===== config.mk =====
export PLATFORM = sky130hd
export DESIGN_NAME = fgt_div
export DESIGN_NICKNAME = d
export VERILOG_FILES = /design/src/sv/fgt_div.sv
export SDC_FILE = /design/constraint.sdc
export NUM_CORES = 2
export LEC_CHECK = 0
export ABC_AREA = 1
export BUFFER_PORTS_ARGS = -buffer_cell sky130_fd_sc_hd__buf_2
export CORE_UTILIZATION = 55
export CTS_CLUSTER_SIZE = 20
export DETAILED_ROUTE_END_ITERATION = 16
export PLACE_DENSITY = 0.71
export SKIP_LAST_GASP = 1
export SYNTH_ARGS = -nofsm -noshare
export SYNTH_HDL_FRONTEND = slang
export SYNTH_SLANG_ARGS = --single-unit

===== constraint.sdc =====
create_clock -name clk -period 2.47 [get_ports clk]
set_clock_uncertainty 0.2 [all_clocks]
set_input_delay 0.1235 -clock clk [delete_from_list [all_inputs] [get_ports clk]]
set_output_delay 0.1235 -clock clk [all_outputs]
set_load 0.1 [all_outputs]

===== src/sv/fgt_div.sv =====
// Pipelined unsigned restoring divider, one quotient bit per stage.
// Self-contained; used by fuzzy_gain_tuner.
`default_nettype none

module fgt_div #(
    parameter int NW = 30,
    parameter int DW = 16
) (
    input  logic          clk,
    input  logic [NW-1:0] num,
    input  logic [DW-1:0] den,
    output logic [NW-1:0] quo
);

    logic [DW-1:0] rem_reg [NW];
    logic [NW-1:0] num_reg [NW];
    logic [NW-1:0] quo_reg [NW];
    logic [DW-1:0] den_reg [NW];

    for (genvar k = 0; k < NW; k++) begin : g_stage
        logic [DW-1:0] rem_in;
        logic [NW-1:0] num_in;
        logic [NW-1:0] quo_in;
        logic [DW-1:0] den_in;
        logic [DW:0]   trial;
        logic          fits;

        if (k == 0) begin : g_first
            assign rem_in = '0;
            assign num_in = num;
            assign quo_in = '0;
            assign den_in = den;
        end else begin : g_next
            assign rem_in = rem_reg[k-1];
            assign num_in = num_reg[k-1];
            assign quo_in = quo_reg[k-1];
            assign den_in = den_reg[k-1];
        end

        // Bring down the next dividend bit and try one subtraction.
        assign trial = {rem_in, num_in[NW-1]};
        assign fits  = (trial >= {1'b0, den_in});

        always_ff @(posedge clk)
        begin
            rem_reg[k] <= fits ? DW'(trial - {1'b0, den_in}) : trial[DW-1:0];
            num_reg[k] <= num_in << 1;
            quo_reg[k] <= {quo_in[NW-2:0], fits};
            den_reg[k] <= den_in;
        end
    end

    assign quo = quo_reg[NW-1];

endmodule

`default_nettype wire


; ---- Yosys cells after proc, flatten, opt, wreduce, memory -nomap -nowiden
; Memories as Yosys holds them, arrays and structs flattened.
; Cells that the tools add are included.
[word_totals]
register_bits = 0
ram_bits = 2730
in_bits = 47
out_inout_bits = 30
elab_cells = 94
n_memories = 4
[memory_table]
columns = name, depth, width, read_ports, rd_ports_with_merged_regs, wr, line
row1 = quo_reg, 30, 30, 30, 0, 30, 17  ; logic [NW-1:0] quo_reg [NW];
row2 = num_reg, 30, 29, 29, 0, 30, 16  ; logic [NW-1:0] num_reg [NW];
row3 = den_reg, 30, 16, 29, 0, 30, 18  ; logic [DW-1:0] den_reg [NW];
row4 = rem_reg, 30, 16, 29, 0, 30, 15  ; logic [DW-1:0] rem_reg [NW];
[classes]
addsub = 30
order_cmp = 30
muxes = 30
[ops]
columns = cell, count
row1 = $ge A17 B16 Y1, 29
row2 = $mux W16, 30
row3 = $sub A16 B16 Y16, 29
row4 = $ge A1 B16 Y1, 1
row5 = $sub A1 B16 Y16, 1

; ---- Longest topological paths before layout
; An unclocked memory read counts as a cell.
[logic_depth]
word_depth = 3
depth_mapped = 15
mapped_depth_nobuf = 13

; ---- Worst setup path before layout
; OpenSTA, ideal clock, no wires.
[synth_timing]
path_kind = flip-flop to flip-flop
from = memory num_reg[10][28] in the netlist's numbering
to = memory rem_reg[21][8] (netlist: rem_reg[10][24])
setup_ns = 0.113
t_arrival_ns = 1.630
required_ns = 2.157
path_slack_ns = 0.527
path_stages_with_launch = 11
path_buffers = 0
synth_period_minus_slack_ns = 1.943
path_cell_list = dfxtp_1 -> inv_1 -> ha_1 -> fa_1 -> inv_1 -> nand3_1 -> nand3_1 -> a21oi_1 -> or2_2 -> nand3_1 -> nand2_1
[synth_rtl]
columns = element, line
row1 = from (decl), 16
row2 = to (decl), 15

==> results.json <==
{
  "criticalPathCategory": "register to register",
  "synth.most_common_cell": "nand2_1",
  "fin_setup_tns_ns": 0,
  "cpMostUsedCell": "nand2_1",
  "die_x_um": 372,
  "grt_max_degree": 20,
  "fill_cells": 11900,
  "syn_area_um2": 75400,
  "finalMaxSlewViolations": 0,
  "clkTransAtPathRegs_ns": 0.06,
  "synthCells": 9757,
  "setup.worst_path.start_class": "register",
  "crit_path_cell_trace": "inv_1, ha_1, nand2_1, nand2_1, nand2_1, nand3_1, nand2_1, nand3_1, nand2_4, nand2_4, nand2_1, nand2_1",
  "vdd_drop_max_v": 0.000911,
  "end_kind": "register",
  "drive_gt1_frac": 0.0691,
  "via_per_inst": 4.85,
  "cts_buffer_depth": 3,
  "ant_nets": 0,
  "setup_violations": 0,
  "wl_per_cell_um": 14.5,
  "tightest_slew_ns": 0.531,
  "clock_sinks": 1828,
  "wl_mm": 174,
  "fin_cells": 12000,
  "power_mw": 103,
  "fin_crit_ns": 2.35,
  "core-area_um2": 136000,
  "first_pass_iters": 7,
  "antennaDiodeCount": 0,
  "leakagePower_nw": 47.1,
  "grt_first_pass_wirelength_mm": 281,
  "antenna_found_initial": 1,
  "fmax_ghz": 0.426,
  "critPathSlowestCell": "dfxtp_1",
  "synthArstFlopShare": 0,
  "gp_congestion": 0.940,
  "path_max_fanout": 17,
  "place_inst": 11600,
  "drt_iter0_markers": 4092,
  "synthesis.nets": 10300,
  "dieHeight_um": 372,
  "status": "finished, final reports clean",
  "max_stage_delay_ns": 0.41,
  "cts_root_buffer": "clkbuf_16",
  "avgSynthCellArea_um2": 7.73,
  "drv_cap": 0,
  "post-route-period-util": 0.951,
  "syn2layout_area_growth_pct": 13.1,
  "crit_required_ns": 2.90,
  "ios": 77,
  "synth-main-ff-cell": "dfxtp_1",
  "ys_ff_latch": 1828,
  "finalHoldViolCount": 0,
  "synth-edff-count": 0,
  "cts_tree": "done",
  "yosysTopAreaCellShare": 0.485,
  "fp.dieArea_um2": 139000,
  "vias": 58300,
  "clk_latency_ns": 0.81,
  "slew_headroom": 0.648,
  "p_per_area_nw_per_um2": 1210,
  "synth_area_leader_cell": "dfxtp_1",
  "synth.distinct_cells": 40,
  "cp.arrival_ns": 2.78,
  "largest_register_ffs": 465,
  "groute.usage.overall": 0.250,
  "grt_pass1_vias": 55400,
  "yosysWarningCount": 0,
  "portBuffers": 76,
  "ys_seq_area_frac": 0.485,
  "nets": 10600,
  "grt_overflow": 0,
  "rsz0062_at_grt": "no",
  "drc": 0,
  "cts_inserted_buffers": 178,
  "ys_top_cells_by_area": "dfxtp_1 (49%), nand2_1 (17%), inv_1 (9.0%)",
  "hpwl_mm": 133,
  "hold_class": "primary input to register",
  "htree_levels": 4,
  "synthTopCellsByCount": "nand2_1 (3456), dfxtp_1 (1828), inv_1 (1799), nand3_1 (712), ha_1 (466)",
  "start_util": 0.555,
  "rows": 135
}
==> cells in the final DEF, fill, tap and decap left out, types with 25 or more instances in the layout <==
master	instances
a21oi_1	254
and2_1	30
buf_2	76
buf_4	91
clkbuf_16	179
clkbuf_8	25
clkinv_2	30
dfxtp_1	1827
dlygate4sd3_1	92
fa_1	28
ha_1	466
inv_1	1799
nand2_1	3456
nand2_2	40
nand2_4	27
nand3_1	712
nand3_2	42
nand3b_1	51
nand4_1	127
nor2_1	352
nor2_2	25
nor2_4	30
nor3_1	75
xnor2_1	39
xor2_1	131
==> report_power, final <==
part,internal (mW),switching (mW),total [mW]
logic,12.7,24.1,36.8
clock network,16.7,11.8,28.5
registers,35.0,3.15,38.2
total,64.4,39.0,103
==> area by class of cell <==
cell class / count / area [µm²] / area share
Clock buffer: 228 / 4910 / 0.0576
Clock inverter: 102 / 1450 / 0.0170
Inverter: 1812 / 6800 / 0.0797
Multi-Input combinational cell: 6011 / 31200 / 0.366
Sequential cell: 1828 / 36600 / 0.429
Timing Repair Buffer: 264 / 2080 / 0.0243
Tap cell: 1781 / 2230 / 0.0261
==> logic make-up after synthesis <==
kind of cell,synth area share
buf+inv,0.102
fa+ha+maj,0.0847
flops,0.485
xor+xnor,0.0197
compound gates,0.0233
simple gates,0.286
==> layer usage <==
| layer | vias to the layer above | wire length [µm] | track usage |
|---|---|---|---|
| li1 | 30400 | - | - |
| met1 | 26300 | 81000 | 0.334 |
| met2 | 1298 | 81200 | 0.424 |
| met3 | 310 | 7420 | 0.0309 |
| met4 | 0 | 4570 | 0.0739 |
| met5 | - | 0 | 0 |
==> timing repair <==
item	4_1_cts	5_1_grt
hold endpoints to repair	62	0
buffers inserted	0	18
hold buffers	92	0
endpoints found under the setup margin	0	124
gates resized for setup	0	14
==> per-stage QoR <==
stage / instance area [µm²] / hold WS, ns / setup WS [ns] / util
2_1_floorplan: 75400 / -0.0488 / 0.527 / -
3_3_place_gp: 77800 / 0.0258 / 0.0769 / 0.573
3_5_place_dp: 77800 / 0.0271 / 0.0677 / 0.573
4_1_cts: 85100 / 0.00310 / 0.0318 / 0.626
5_1_grt: 85300 / 0.0616 / 0.00317 / 0.628
6_report: 85300 / 0.0590 / 0.120 / 0.628
==> path summary, 6_finish.rpt <==
path / end / startpoint / slack, ns / depth (start not counted)
setup / recovery: rem_reg[11][30] / den_reg[22][2] / 0.12 / 12
hold / removal: rem_reg[0][15] / den[11] / 0.06 / 6
setup reg to reg: rem_reg[11][30] / den_reg[22][2] / 0.12 / 12
hold reg to reg: quo_reg[17][3] / quo_reg[16][2] / 0.10 / 0
==> critical path, delay by kind of cell (launching register included) <==
| kind | cells | cell delay (ns) |
|---|---|---|
| and+or+nand+nor | 10 | 1.12 |
| adders and majority gates | 1 | 0.39 |
| DFF | 1 | 0.41 |
| buffers and inverters | 1 | 0.07 |
Power figures use the tool's default switching activity.
